`src/rtl/core/brake_light_flash_sequencer_defines.svh`:
```
// Assertion macros for the brake light flash sequencer RTL.
`ifndef BRAKE_LIGHT_FLASH_SEQUENCER_DEFINES_SVH
`define BRAKE_LIGHT_FLASH_SEQUENCER_DEFINES_SVH

// Same-cycle implication, checked on every rising edge outside reset.
`define BLFS_ASSERT_NOW(lbl, ante, cons, msg) \
    lbl: assert property (@(posedge i_clk) disable iff (!i_rst_n) (ante) |-> (cons)) \
        else $error(msg);

// Next-cycle implication, checked on every rising edge outside reset.
`define BLFS_ASSERT_NEXT(lbl, ante, cons, msg) \
    lbl: assert property (@(posedge i_clk) disable iff (!i_rst_n) (ante) |=> (cons)) \
        else $error(msg);

`endif

```
`src/rtl/core/blfs_pkg.sv`:
```
// Types, constants and pattern tables of the brake light flash sequencer.
package blfs_pkg;

    localparam int LEVEL_BITS = 8;

    localparam int MODE_BITS   = 4;
    localparam int TIMER_BITS  = 16;
    localparam int HOLD_BITS   = 8;
    localparam int PHASE_BITS  = 9;
    localparam int FLASH_BITS  = 6;
    localparam int PASS_BITS   = 4;

    // Input item: key_level, start_req.
    localparam int IN_FIELD_BITS = 2;
    localparam int IN_DATA_BITS  = ((IN_FIELD_BITS + 7) / 8) * 8;
    // Result item: light_level, current_mode, pattern_busy, setup_blank, save_strobe.
    localparam int OUT_FIELD_BITS = LEVEL_BITS + MODE_BITS + 3;
    localparam int OUT_DATA_BITS  = ((OUT_FIELD_BITS + 7) / 8) * 8;

    localparam int CFG_INDEX_BITS = 3;
    localparam int CFG_DATA_BITS  = 16;

    localparam logic [CFG_INDEX_BITS-1:0] CFG_DIM_LEVEL    = 3'd0;
    localparam logic [CFG_INDEX_BITS-1:0] CFG_BRIGHT_LEVEL = 3'd1;
    localparam logic [CFG_INDEX_BITS-1:0] CFG_HIGHEST_MODE = 3'd2;
    localparam logic [CFG_INDEX_BITS-1:0] CFG_SAVED_MODE   = 3'd3;
    localparam logic [CFG_INDEX_BITS-1:0] CFG_SAMPLE_MS    = 3'd4;
    localparam logic [CFG_INDEX_BITS-1:0] CFG_LONG_PRESS   = 3'd5;

    localparam logic [MODE_BITS-1:0] MODE_FLASH_FIRST = 4'd1;
    localparam logic [MODE_BITS-1:0] MODE_FLASH_LAST  = 4'd10;
    localparam logic [MODE_BITS-1:0] MODE_SWEEP       = 4'd11;
    localparam logic [PASS_BITS-1:0] SWEEP_PASSES     = 4'd9;

    typedef logic [LEVEL_BITS-1:0] t_level;

    typedef struct packed {
        logic [7:0]            dim_level;
        logic [7:0]            bright_level;
        logic [MODE_BITS-1:0]  highest_mode;
        logic [MODE_BITS-1:0]  saved_mode;
        logic [TIMER_BITS-1:0] sample_period_ms;
        logic [HOLD_BITS-1:0]  long_press_samples;
    } t_cfg;

    typedef struct packed {
        logic [MODE_BITS-1:0]  mode;
        t_level                level;
        logic [TIMER_BITS-1:0] sample_timer;
        logic                  prev_key;
        logic [HOLD_BITS-1:0]  hold_count;
        logic                  busy;
        logic [PHASE_BITS-1:0] phase_timer;
        logic [FLASH_BITS-1:0] flash_index;
        logic                  dark_half;
        t_level                sweep_level;
        logic                  sweep_down;
        logic [PASS_BITS-1:0]  sweep_pass;
    } t_state;

    // Packed so that light_level lands in the lowest bits.
    typedef struct packed {
        logic                 save_strobe;
        logic                 setup_blank;
        logic                 pattern_busy;
        logic [MODE_BITS-1:0] current_mode;
        t_level               light_level;
    } t_result;

    // Half period of a flash mode in ticks.
    function automatic logic [PHASE_BITS-1:0] half_ticks(input logic [MODE_BITS-1:0] mode);
        logic [PHASE_BITS-1:0] ticks;
        case (mode)
            4'd1, 4'd2:  ticks = 9'd333;
            4'd3, 4'd4:  ticks = 9'd166;
            4'd5, 4'd6:  ticks = 9'd83;
            4'd7, 4'd8:  ticks = 9'd55;
            4'd9, 4'd10: ticks = 9'd41;
            default:     ticks = 9'd0;
        endcase
        return ticks;
    endfunction

    // Number of flashes of a flash mode.
    function automatic logic [FLASH_BITS-1:0] flash_total(input logic [MODE_BITS-1:0] mode);
        logic [FLASH_BITS-1:0] total;
        case (mode)
            4'd1:    total = 6'd3;
            4'd2:    total = 6'd8;
            4'd3:    total = 6'd6;
            4'd4:    total = 6'd15;
            4'd5:    total = 6'd12;
            4'd6:    total = 6'd30;
            4'd7:    total = 6'd18;
            4'd8:    total = 6'd45;
            4'd9:    total = 6'd24;
            4'd10:   total = 6'd60;
            default: total = 6'd0;
        endcase
        return total;
    endfunction

endpackage

```
`src/rtl/core/brake_light_flash_sequencer.sv`:
```
// Top level of the brake light flash sequencer: ports, registers and result stage.
//
//  Channel   Direction  Handshake                      Content
//  s_axis    in         s_axis_tvalid/s_axis_tready    one 1 ms tick: key level, start request
//  m_axis    out        m_axis_tvalid/m_axis_tready    one result per tick: level, mode, flags
//  cfg       in         i_cfg_valid/o_cfg_ready        register index and write data
//
// The state update is a single pass of logic into the state and result registers, so a
// new tick request is taken every cycle unless the output is stalled.
// Results appear in the cycle after their request is accepted.
// Reset (i_rst_n low, synchronous) loads the register defaults and clears the state and output valid.
// A stalled result holds the result register; the input keeps flowing only when that
// register is empty or being emptied in the same cycle.
module brake_light_flash_sequencer (
    input  logic                                i_clk,
    input  logic                                i_rst_n,
    input  logic                                s_axis_tvalid,
    output logic                                s_axis_tready,
    // bit 0: key_level, bit 1: start_req, rest zero
    input  logic [blfs_pkg::IN_DATA_BITS-1:0]   s_axis_tdata,
    output logic                                m_axis_tvalid,
    input  logic                                m_axis_tready,
    // light_level, current_mode, pattern_busy, setup_blank, save_strobe, zero fill
    output logic [blfs_pkg::OUT_DATA_BITS-1:0]  m_axis_tdata,
    input  logic                                i_cfg_valid,
    output logic                                o_cfg_ready,
    input  logic [blfs_pkg::CFG_INDEX_BITS-1:0] i_cfg_index,
    input  logic [blfs_pkg::CFG_DATA_BITS-1:0]  i_cfg_data
);

    blfs_pkg::t_cfg    r_cfg;
    blfs_pkg::t_state  r_state;
    blfs_pkg::t_state  n_state;
    blfs_pkg::t_result n_result;
    blfs_pkg::t_result r_result;
    logic              r_out_valid;
    logic              in_fire;

    assign o_cfg_ready   = 1'b1;
    assign s_axis_tready = !r_out_valid || m_axis_tready;
    assign in_fire       = s_axis_tvalid && s_axis_tready;

    blfs_step u_step (
        .i_cfg       (r_cfg),
        .i_state     (r_state),
        .i_key_level (s_axis_tdata[0]),
        .i_start_req (s_axis_tdata[1]),
        .o_state     (n_state),
        .o_result    (n_result)
    );

    always_ff @(posedge i_clk) begin
        if (!i_rst_n) begin
            r_cfg.dim_level          <= 8'd0;
            r_cfg.bright_level       <= 8'd255;
            r_cfg.highest_mode       <= 4'd11;
            r_cfg.saved_mode         <= 4'd0;
            r_cfg.sample_period_ms   <= 16'd1000;
            r_cfg.long_press_samples <= 8'd5;
        end else if (i_cfg_valid) begin
            unique case (i_cfg_index)
                blfs_pkg::CFG_DIM_LEVEL:    r_cfg.dim_level          <= i_cfg_data[7:0];
                blfs_pkg::CFG_BRIGHT_LEVEL: r_cfg.bright_level       <= i_cfg_data[7:0];
                blfs_pkg::CFG_HIGHEST_MODE: r_cfg.highest_mode       <= i_cfg_data[3:0];
                blfs_pkg::CFG_SAVED_MODE:   r_cfg.saved_mode         <= i_cfg_data[3:0];
                blfs_pkg::CFG_SAMPLE_MS:    r_cfg.sample_period_ms   <= i_cfg_data;
                blfs_pkg::CFG_LONG_PRESS:   r_cfg.long_press_samples <= i_cfg_data[7:0];
                default: begin
                end
            endcase
        end
    end

    always_ff @(posedge i_clk) begin
        if (!i_rst_n) begin
            r_state     <= '0;
            r_out_valid <= 1'b0;
        end else begin
            if (in_fire) begin
                r_state <= n_state;
            end
            if (in_fire) begin
                r_out_valid <= 1'b1;
            end else if (m_axis_tready) begin
                r_out_valid <= 1'b0;
            end
        end
    end

    always_ff @(posedge i_clk) begin
        if (in_fire) begin
            r_result <= n_result;
        end
    end

    assign m_axis_tvalid = r_out_valid;
    assign m_axis_tdata  = blfs_pkg::OUT_DATA_BITS'(r_result);

`include "brake_light_flash_sequencer_defines.svh"

    // Only flash and sweep modes can be playing.
    `BLFS_ASSERT_NOW(a_busy_mode, r_state.busy, (r_state.mode >= blfs_pkg::MODE_FLASH_FIRST && r_state.mode <= blfs_pkg::MODE_SWEEP), "pattern busy in a bypass mode")

    // The light is never blanked while a pattern plays.
    `BLFS_ASSERT_NOW(a_blank_idle, m_axis_tvalid, !(r_result.pattern_busy && r_result.setup_blank), "setup blank during a pattern")

    // A start request restarts the pattern counters, the sample timer and the hold count.
    `BLFS_ASSERT_NEXT(a_start_clears, in_fire && s_axis_tdata[1], (r_state.phase_timer == '0 && r_state.flash_index == '0 && r_state.sample_timer == '0 && r_state.hold_count == '0), "start request did not clear state")

endmodule

```
`src/rtl/core/blfs_step.sv`:
```
// Next-state and result logic for one millisecond tick of the sequencer.
module blfs_step (
    input  blfs_pkg::t_cfg    i_cfg,
    input  blfs_pkg::t_state  i_state,
    input  logic              i_key_level,
    input  logic              i_start_req,
    output blfs_pkg::t_state  o_state,
    output blfs_pkg::t_result o_result
);

    // Restart the pattern of the mode already placed in st.mode.
    function automatic blfs_pkg::t_state begin_pattern(input blfs_pkg::t_state st,
                                                       input blfs_pkg::t_cfg   cfg);
        blfs_pkg::t_state ns;
        ns             = st;
        ns.phase_timer = '0;
        ns.flash_index = '0;
        ns.dark_half   = 1'b0;
        ns.sweep_down  = 1'b0;
        ns.sweep_pass  = '0;
        if (st.mode >= blfs_pkg::MODE_FLASH_FIRST && st.mode <= blfs_pkg::MODE_FLASH_LAST) begin
            ns.busy  = 1'b1;
            ns.level = '1;
        end else if (st.mode == blfs_pkg::MODE_SWEEP && cfg.bright_level > cfg.dim_level) begin
            ns.busy        = 1'b1;
            ns.sweep_level = blfs_pkg::t_level'(cfg.dim_level);
            ns.level       = blfs_pkg::t_level'(cfg.dim_level);
        end else begin
            ns.busy  = 1'b0;
            ns.level = '1;
        end
        return ns;
    endfunction

    blfs_pkg::t_state          n_st;
    logic                      strobe;
    logic [blfs_pkg::MODE_BITS-1:0] next_mode;

    always_comb begin
        n_st      = i_state;
        strobe    = 1'b0;
        next_mode = i_state.mode + 4'd1;

        if (i_state.sample_timer != '1) begin
            n_st.sample_timer = i_state.sample_timer + 16'd1;
        end

        if (i_start_req) begin
            n_st.mode         = i_cfg.saved_mode;
            n_st.hold_count   = '0;
            n_st.prev_key     = 1'b0;
            n_st.sample_timer = '0;
            n_st              = begin_pattern(n_st, i_cfg);
        end else if (i_state.busy) begin
            if (i_state.mode == blfs_pkg::MODE_SWEEP) begin
                if (!i_state.sweep_down) begin
                    n_st.sweep_level = i_state.sweep_level + blfs_pkg::t_level'(1);
                    if (n_st.sweep_level == blfs_pkg::t_level'(i_cfg.bright_level)) begin
                        n_st.sweep_down = 1'b1;
                    end
                    n_st.level = n_st.sweep_level;
                end else begin
                    n_st.sweep_level = i_state.sweep_level - blfs_pkg::t_level'(1);
                    n_st.level       = n_st.sweep_level;
                    if (n_st.sweep_level == blfs_pkg::t_level'(i_cfg.dim_level)) begin
                        n_st.sweep_pass = i_state.sweep_pass + 4'd1;
                        if (n_st.sweep_pass >= blfs_pkg::SWEEP_PASSES) begin
                            n_st.busy  = 1'b0;
                            n_st.level = '1;
                        end else begin
                            n_st.sweep_down = 1'b0;
                        end
                    end
                end
            end else if (i_state.mode < blfs_pkg::MODE_FLASH_FIRST ||
                         i_state.mode > blfs_pkg::MODE_FLASH_LAST) begin
                n_st.busy  = 1'b0;
                n_st.level = '1;
            end else begin
                n_st.phase_timer = i_state.phase_timer + 9'd1;
                if (n_st.phase_timer >= blfs_pkg::half_ticks(i_state.mode)) begin
                    n_st.phase_timer = '0;
                    if (!i_state.dark_half) begin
                        n_st.dark_half = 1'b1;
                        n_st.level     = blfs_pkg::t_level'(i_cfg.dim_level);
                    end else begin
                        n_st.dark_half   = 1'b0;
                        n_st.flash_index = i_state.flash_index + 6'd1;
                        if (n_st.flash_index >= blfs_pkg::flash_total(i_state.mode)) begin
                            n_st.busy  = 1'b0;
                            n_st.level = '1;
                        end else begin
                            n_st.level = blfs_pkg::t_level'(i_cfg.bright_level);
                        end
                    end
                end
            end
        end else if (n_st.sample_timer >= i_cfg.sample_period_ms) begin
            n_st.sample_timer = '0;
            if (!i_state.prev_key && i_key_level) begin
                n_st.hold_count = '0;
            end else if (i_state.prev_key && !i_key_level) begin
                if (i_state.hold_count >= i_cfg.long_press_samples) begin
                    // Release after a long hold: next mode, save it, replay.
                    n_st.mode         = (next_mode > i_cfg.highest_mode) ? '0 : next_mode;
                    strobe            = 1'b1;
                    n_st.hold_count   = '0;
                    n_st.sample_timer = '1;
                    n_st              = begin_pattern(n_st, i_cfg);
                end
            end else if (i_key_level) begin
                if (i_state.hold_count != '1) begin
                    n_st.hold_count = i_state.hold_count + 8'd1;
                end
            end
            if (!n_st.busy && n_st.hold_count >= i_cfg.long_press_samples) begin
                n_st.level = '0;
            end
            n_st.prev_key = i_key_level;
        end
    end

    assign o_state               = n_st;
    assign o_result.light_level  = n_st.level;
    assign o_result.current_mode = n_st.mode;
    assign o_result.pattern_busy = n_st.busy;
    assign o_result.setup_blank  = !n_st.busy && (n_st.hold_count >= i_cfg.long_press_samples);
    assign o_result.save_strobe  = strobe;

endmodule
```
`config.mk`:
```
export PLATFORM = sky130hd
export DESIGN_NAME = brake_light_flash_sequencer
export DESIGN_NICKNAME = d
export VERILOG_FILES = /design/src/rtl/core/blfs_pkg.sv /design/src/rtl/core/brake_light_flash_sequencer.sv /design/src/rtl/core/blfs_step.sv
export VERILOG_INCLUDE_DIRS = /design/src /design/src/rtl/core
export SDC_FILE = /design/constraint.sdc
export NUM_CORES = 1
export LEC_CHECK = 0
export BUFFER_PORTS_ARGS = -buffer_cell sky130_fd_sc_hd__buf_2
export CAP_MARGIN = 15
export CORE_UTILIZATION = 40
export DETAILED_ROUTE_END_ITERATION = 7
export SLEW_MARGIN = 20
export SYNTH_ARGS = -nofsm -noshare
export SYNTH_HDL_FRONTEND = slang
export SYNTH_SLANG_ARGS = --single-unit
export TNS_END_PERCENT = 1
```
`constraint.sdc`:
```
create_clock -name i_clk -period 13.95 [get_ports i_clk]
set_input_delay 2.79 -clock i_clk [delete_from_list [all_inputs] [get_ports i_clk]]
set_output_delay 2.79 -clock i_clk [all_outputs]
set_load 0.02 [all_outputs]
```
==> impl_metrics.json, run 1 <==
{
  "status": "finished, final reports clean",
  "die_width_um": 159,
  "end_kind": "register",
  "rsz0062_at_grt": "no",
  "place_area_um2": 10200,
  "final_util_pct": 45.6,
  "timing.hold.ws_ps": 464,
  "cts_num_sinks": 146,
  "final_common_cell": "nand2_1",
  "grt_start_max_net_pins": 93,
  "setup_viol": 0,
  "vdd_drop_max_mv": 0.0593,
  "yosysTopAreaCellShare_pct": 26.7,
  "ioPinCount": 51,
  "cts_buffer_depth": 2,
  "p_per_area_nw_per_um2": 95.7,
  "yosysSeqAreaShare_pct": 31.3,
  "synth_top_area_cell": "dfxtp_1",
  "crit_buf_inv": 0,
  "crit_chain": "and4_1, nand4_1, nor4_4, nor2_1, nand4_1, xnor2_1, ha_1, nand3_1, nor2_1, o211ai_2, o21ai_2, nand2_1, nor4_1, o21ai_0, ha_1, nand2b_1, a21o_1, a21o_1, a21oi_1, nor2b_1, o21ai_0, a21oi_1, o21ba_1",
  "fp.dieArea_um2": 25200,
  "drive_gt1_share_pct": 9.13,
  "synth.distinct_cells": 90,
  "cp.required_ps": 14140,
  "critPathKind": "reg2reg",
  "cpPeakStageDelay_ps": 600,
  "syn_area_um2": 9820,
  "slew_headroom_pct": 33.0,
  "cts_root_buffer": "clkbuf_16",
  "cts_tree": "done",
  "critical_path.startpoint_type": "register",
  "cts_buffers": 17,
  "coreArea_um2": 23800,
  "leakage_uw": 0.00442,
  "layout_common_cells": "nand2_1, dfxtp_1, ha_1, inv_1, nor2_1",
  "cts_repair_resize_count": 0,
  "path_delay_family": "simple AND/OR/NAND/NOR gates",
  "antenna_found_initial": 0,
  "ys_top_cells_by_area": "dfxtp_1, ha_1, nand2_1, edfxtp_1, nand3_1",
  "hold_path_class": "reg2reg",
  "ys_seq_elements": 146,
  "grt_pass1_wl_mm": 41.9,
  "cap_violations": 0,
  "drtPass1Iterations": 5,
  "synth_edf_count": 15,
  "routed_wl_mm": 25.5,
  "drtAntennaViolNets": 0,
  "via_per_inst": 5.53,
  "synth_fp_nets": 1320,
  "period_share_pct": 43.6,
  "preCtsSetupSlack_ps": 7630,
  "die_y_um": 159,
  "crit_slowest_cell": "nor4_4",
  "initial_core_util_pct": 41.3,
  "synthCells": 1204,
  "ys.flop_type": "dfxtp_1",
  "wl_per_cell_um": 16.5,
  "ys_warn_count": 0,
  "clkTransAtPathRegs_ps": 60,
  "grt_overflow_total": 0,
  "fin_worst_skew_ps": 9.32,
  "area_growth_pct": 10.3,
  "critPathArrivalTime_ps": 6270,
  "path_max_fanout": 11,
  "final.setup.tns_ps": 0,
  "place_congestion": 0.859,
  "row_count": 56,
  "cts_setup_buffers": 0,
  "drtIter0Drc": 531,
  "nets": 1332,
  "vias": 8556,
  "synthArstFlopShare_pct": 0,
  "grt_pass1_vias": 8072,
  "n_antenna_cell": 0,
  "timing.fmax_mhz": 164,
  "layout_setup_ws_ps": 7860,
  "route.detailed.drc": 0,
  "port_buffers": 42,
  "hold_buffers": 0,
  "post-dp-hpwl_mm": 18.1,
  "htree_levels": 4,
  "final-max-slew-violation-count": 0,
  "tightestPinTransition_ps": 1000,
  "final_hold_viol_count": 0,
  "track_usage_pct": 21.4,
  "final_area_um2": 10800,
  "min_period_ps": 6090,
  "syn_avg_cell_area_um2": 8.15,
  "clk_latency_ps": 430
}
kinds of logic after synthesis:
| kind of cell | Yosys count | synth area share (%) |
|---|---|---|
| fa+ha+maj | 84 | 10.7 |
| xor+xnor | 52 | 4.78 |
| other cells | 2 | 0.0765 |
| mux | 32 | 3.34 |
| compound gates | 302 | 21.5 |
| simple gates | 460 | 23.0 |
| flops | 146 | 31.3 |
| buf+inv | 126 | 5.24 |
final timing paths:
check	startpoint	to	slack, ps	depth (start not counted)
worst max-delay path	r_state[43]	m_axis_tdata[13]	7860	23
worst min-delay path	r_cfg[22]	r_cfg[22]	460	2
worst max register to register	r_state[43]	m_axis_tdata[13]	7860	23
worst min register to register	r_cfg[22]	r_cfg[22]	460	2
where the power goes:
part,switching (uW),internal [uW]
clock,185,284
combinational,74.2,44.4
sequential,9.92,439
total,269,767
per-stage QoR:
step | instances | total power (uW)
3_5_place_dp | 1516 | 576
3_3_place_gp | 1516 | 574
2_1_floorplan | 1204 | 541
6_report | 1546 | 1040
5_1_grt | 1546 | 1080
4_1_cts | 1546 | 1050
per-layer routing:
| layer | vias up | track usage (%) | share of wire (%) |
|---|---|---|---|
| met5 | - | 0 | 0 |
| met4 | 0 | 8.38 | 2.3 |
| met3 | 39 | 2.80 | 3.4 |
| met2 | 182 | 35.0 | 46 |
| met1 | 4042 | 28.4 | 48 |
| li1 | 4293 | - | - |
worst min-delay path, stage by stage, from the launching register on:
cell	delay, ps
dfxtp_1	310
nand2_1	40
a21boi_0	60
cell usage after synthesis (14+ instances only):
library cell    n
a21boi_0       40
a21oi_1        50
a31oi_1        14
and3_1         14
clkbuf_1       36
dfxtp_1       131
edfxtp_1       15
ha_1           84
inv_1          71
mux2i_1        29
nand2_1       184
nand2b_1       14
nand3_1        61
nand4_1        16
nor2_1         63
nor2b_1        36
nor3_1         22
o211ai_1       15
o21ai_0        61
xnor2_1        28
xor2_1         23
cell type report:
cell class / count / area, um2
Fill cell: 2341 / 12900
Multi-Input combinational cell: 932 / 6230
Sequential cell: 146 / 3070
Clock buffer: 24 / 534
Tap cell: 319 / 399
Inverter: 72 / 270
Timing Repair Buffer: 47 / 250
Clock inverter: 6 / 67.6
Note: power is estimated with default switching activity, not from simulation.
==> run 2: changes to the inputs <==
- clock period: 13.95 -> 6.2 ns (I/O delays scaled with it)
==> impl_metrics.json, run 2 (synthesis results as in run 1) <==
{
  "crit_slowest_cell": "o21a_1",
  "final_common_cell": "nand2_1",
  "vdd_drop_max_mv": 0.160,
  "ioPinCount": 51,
  "tightestPinTransition_ps": 999,
  "p_per_area_nw_per_um2": 220,
  "end_kind": "register",
  "drtAntennaViolNets": 0,
  "rsz0062_at_grt": "no",
  "cp-startpoint": "r_state[42]",
  "hold_path_class": "reg2reg",
  "route.detailed.drc": 0,
  "clkTransAtPathRegs_ps": 60,
  "drive_gt1_share_pct": 9.57,
  "vias": 8490,
  "track_usage_pct": 21.3,
  "fp.dieArea_um2": 25200,
  "p_sw_share_pct": 25.6,
  "grt_pass1_wl_mm": 41.9,
  "setup_viol": 0,
  "p_seq_share_pct": 42.1,
  "cts_repair_resize_count": 0,
  "reg2reg_from": "r_state[42]",
  "cts_root_buffer": "clkbuf_16",
  "r2r_slack_ps": 960,
  "coreArea_um2": 23800,
  "cts_buffers": 17,
  "critPathKind": "reg2reg",
  "cts_buffer_depth": 2,
  "period_share_pct": 84.5,
  "path_common_cell": "nor3_1",
  "clk_latency_ps": 430,
  "fin_worst_skew_ps": 10.8,
  "nets": 1336,
  "grt_start_max_net_pins": 89,
  "finalNonFillerCells": 1552,
  "critPathArrivalTime_ps": 5550,
  "die_width_um": 159,
  "timing.hold.ws_ps": 466,
  "timing.fmax_mhz": 191,
  "via_per_inst": 5.47,
  "grt_pass1_vias": 8148,
  "final_hold_viol_count": 0,
  "path_delay_family": "simple AND/OR/NAND/NOR gates",
  "antenna_found_initial": 0,
  "clockPowerShare_pct": 46.7,
  "status": "finished, final reports clean",
  "die_y_um": 159,
  "cap_violations": 0,
  "leakage_uw": 0.00446,
  "cts_setup_buffers": 0,
  "comb_power_share_pct": 11.2,
  "crit_buf_inv": 0,
  "dp_cells": 1520,
  "post-dp-hpwl_mm": 18.1,
  "cpPeakStageDelay_ps": 490,
  "cts_tree": "done",
  "initial_core_util_pct": 41.3,
  "wl_per_cell_um": 16.1,
  "routed_wl_mm": 25.1,
  "layout_common_cells": "nand2_1, dfxtp_1, ha_1, inv_1, nor2_1",
  "nFillCells": 2403,
  "power.switching_uw": 613,
  "grt_overflow_total": 0,
  "slew_headroom_pct": 33.1,
  "drtPass1Iterations": 5,
  "rr_worst_depth": 17,
  "port_buffers": 42,
  "path_max_fanout": 8,
  "cts_num_sinks": 146,
  "area_growth_pct": 11.0,
  "final-max-slew-violation-count": 0,
  "row_count": 56,
  "path_depth": 17,
  "p_int_uw": 1780,
  "final.setup.tns_ps": 0,
  "n_antenna_cell": 0,
  "min_period_ps": 5240,
  "cp.required_ps": 6510,
  "htree_levels": 4,
  "critical_path.startpoint_type": "register",
  "hold_buffers": 0,
  "drtIter0Drc": 446,
  "place_congestion": 0.868,
  "crit_chain": "and4_1, nand4_1, nor3_1, nand3_1, nor3_1, a21oi_1, ha_1, and4_4, o2bb2ai_1, a2111oi_4, o21a_1, nor3_1, a221oi_1, nand2_1, ha_1, or3_1, o311ai_1"
}
==> run 2: cell count changes in the layout (fill, tap and decap cells not counted), sizes merged <==
cell	delta
buf	+4
bufinv	+2
clkbuf	-3
clkinv	+1
inv	+2
==> run 2: how the worst min path moves through the flow <==
stage,start,endpoint,cells past startpoint
floorplan,r_cfg[10],r_cfg[10],2
global placement,r_cfg[4],r_cfg[4],2
detailed placement,r_cfg[23],r_cfg[23],2
CTS,r_cfg[23],r_cfg[23],2
global route,r_cfg[5],r_cfg[5],2
finish,r_cfg[20],r_cfg[20],2
==> run 2: routing by layer <==
| layer | wire, um | up-vias | track usage [%] |
|---|---|---|---|
| li1 | - | 4308 | - |
| met1 | 12100 | 3990 | 27.7 |
| met2 | 11700 | 161 | 36.2 |
| met3 | 763 | 31 | 3.16 |
| met4 | 422 | 0 | 6.23 |
| met5 | 0 | - | 0 |
==> run 2: worst min-delay path, delay by kind of cell (launching register included) <==
family | cells | cell delay (ps)
AO/OA/AOI/OAI | 1 | 60
AND/OR/NAND/NOR | 1 | 50
flip-flops | 1 | 310
==> run 2: cell type report <==
| class | count | area, um2 | share of cell area [%] |
|---|---|---|---|
| flip-flops and latches | 146 | 3070 | 28.2 |
| well taps | 319 | 399 | 3.66 |
| clock buffers | 21 | 493 | 4.52 |
| repair buffers | 51 | 280 | 2.57 |
| inverters | 72 | 270 | 2.48 |
| clock inverters | 11 | 148 | 1.35 |
| multi-input cells | 932 | 6230 | 57.2 |
==> run 2: metrics by stage <==
| stage | setup slack, ps | total power, uW | utilization, % | cell area (um2) |
|---|---|---|---|---|
| after global placement | 1010 | 1290 | 43.2 | 10300 |
| after floorplan | 1290 | 1220 | - | 9820 |
| after CTS | 923 | 2420 | 45.9 | 10900 |
| after detailed placement | 964 | 1300 | 43.2 | 10300 |
| final | 961 | 2390 | 45.9 | 10900 |
| after global routing | 550 | 2500 | 45.9 | 10900 |
==> run 2: power by group through the flow <==
stage | Combinational [uW] | Sequential, uW | Clock [uW]
floorplan | 187 | 1030 | 0
global placement | 264 | 1030 | 0
detailed placement | 267 | 1030 | 0
CTS | 269 | 1010 | 1140
global route | 298 | 1010 | 1190
finish | 267 | 1010 | 1120
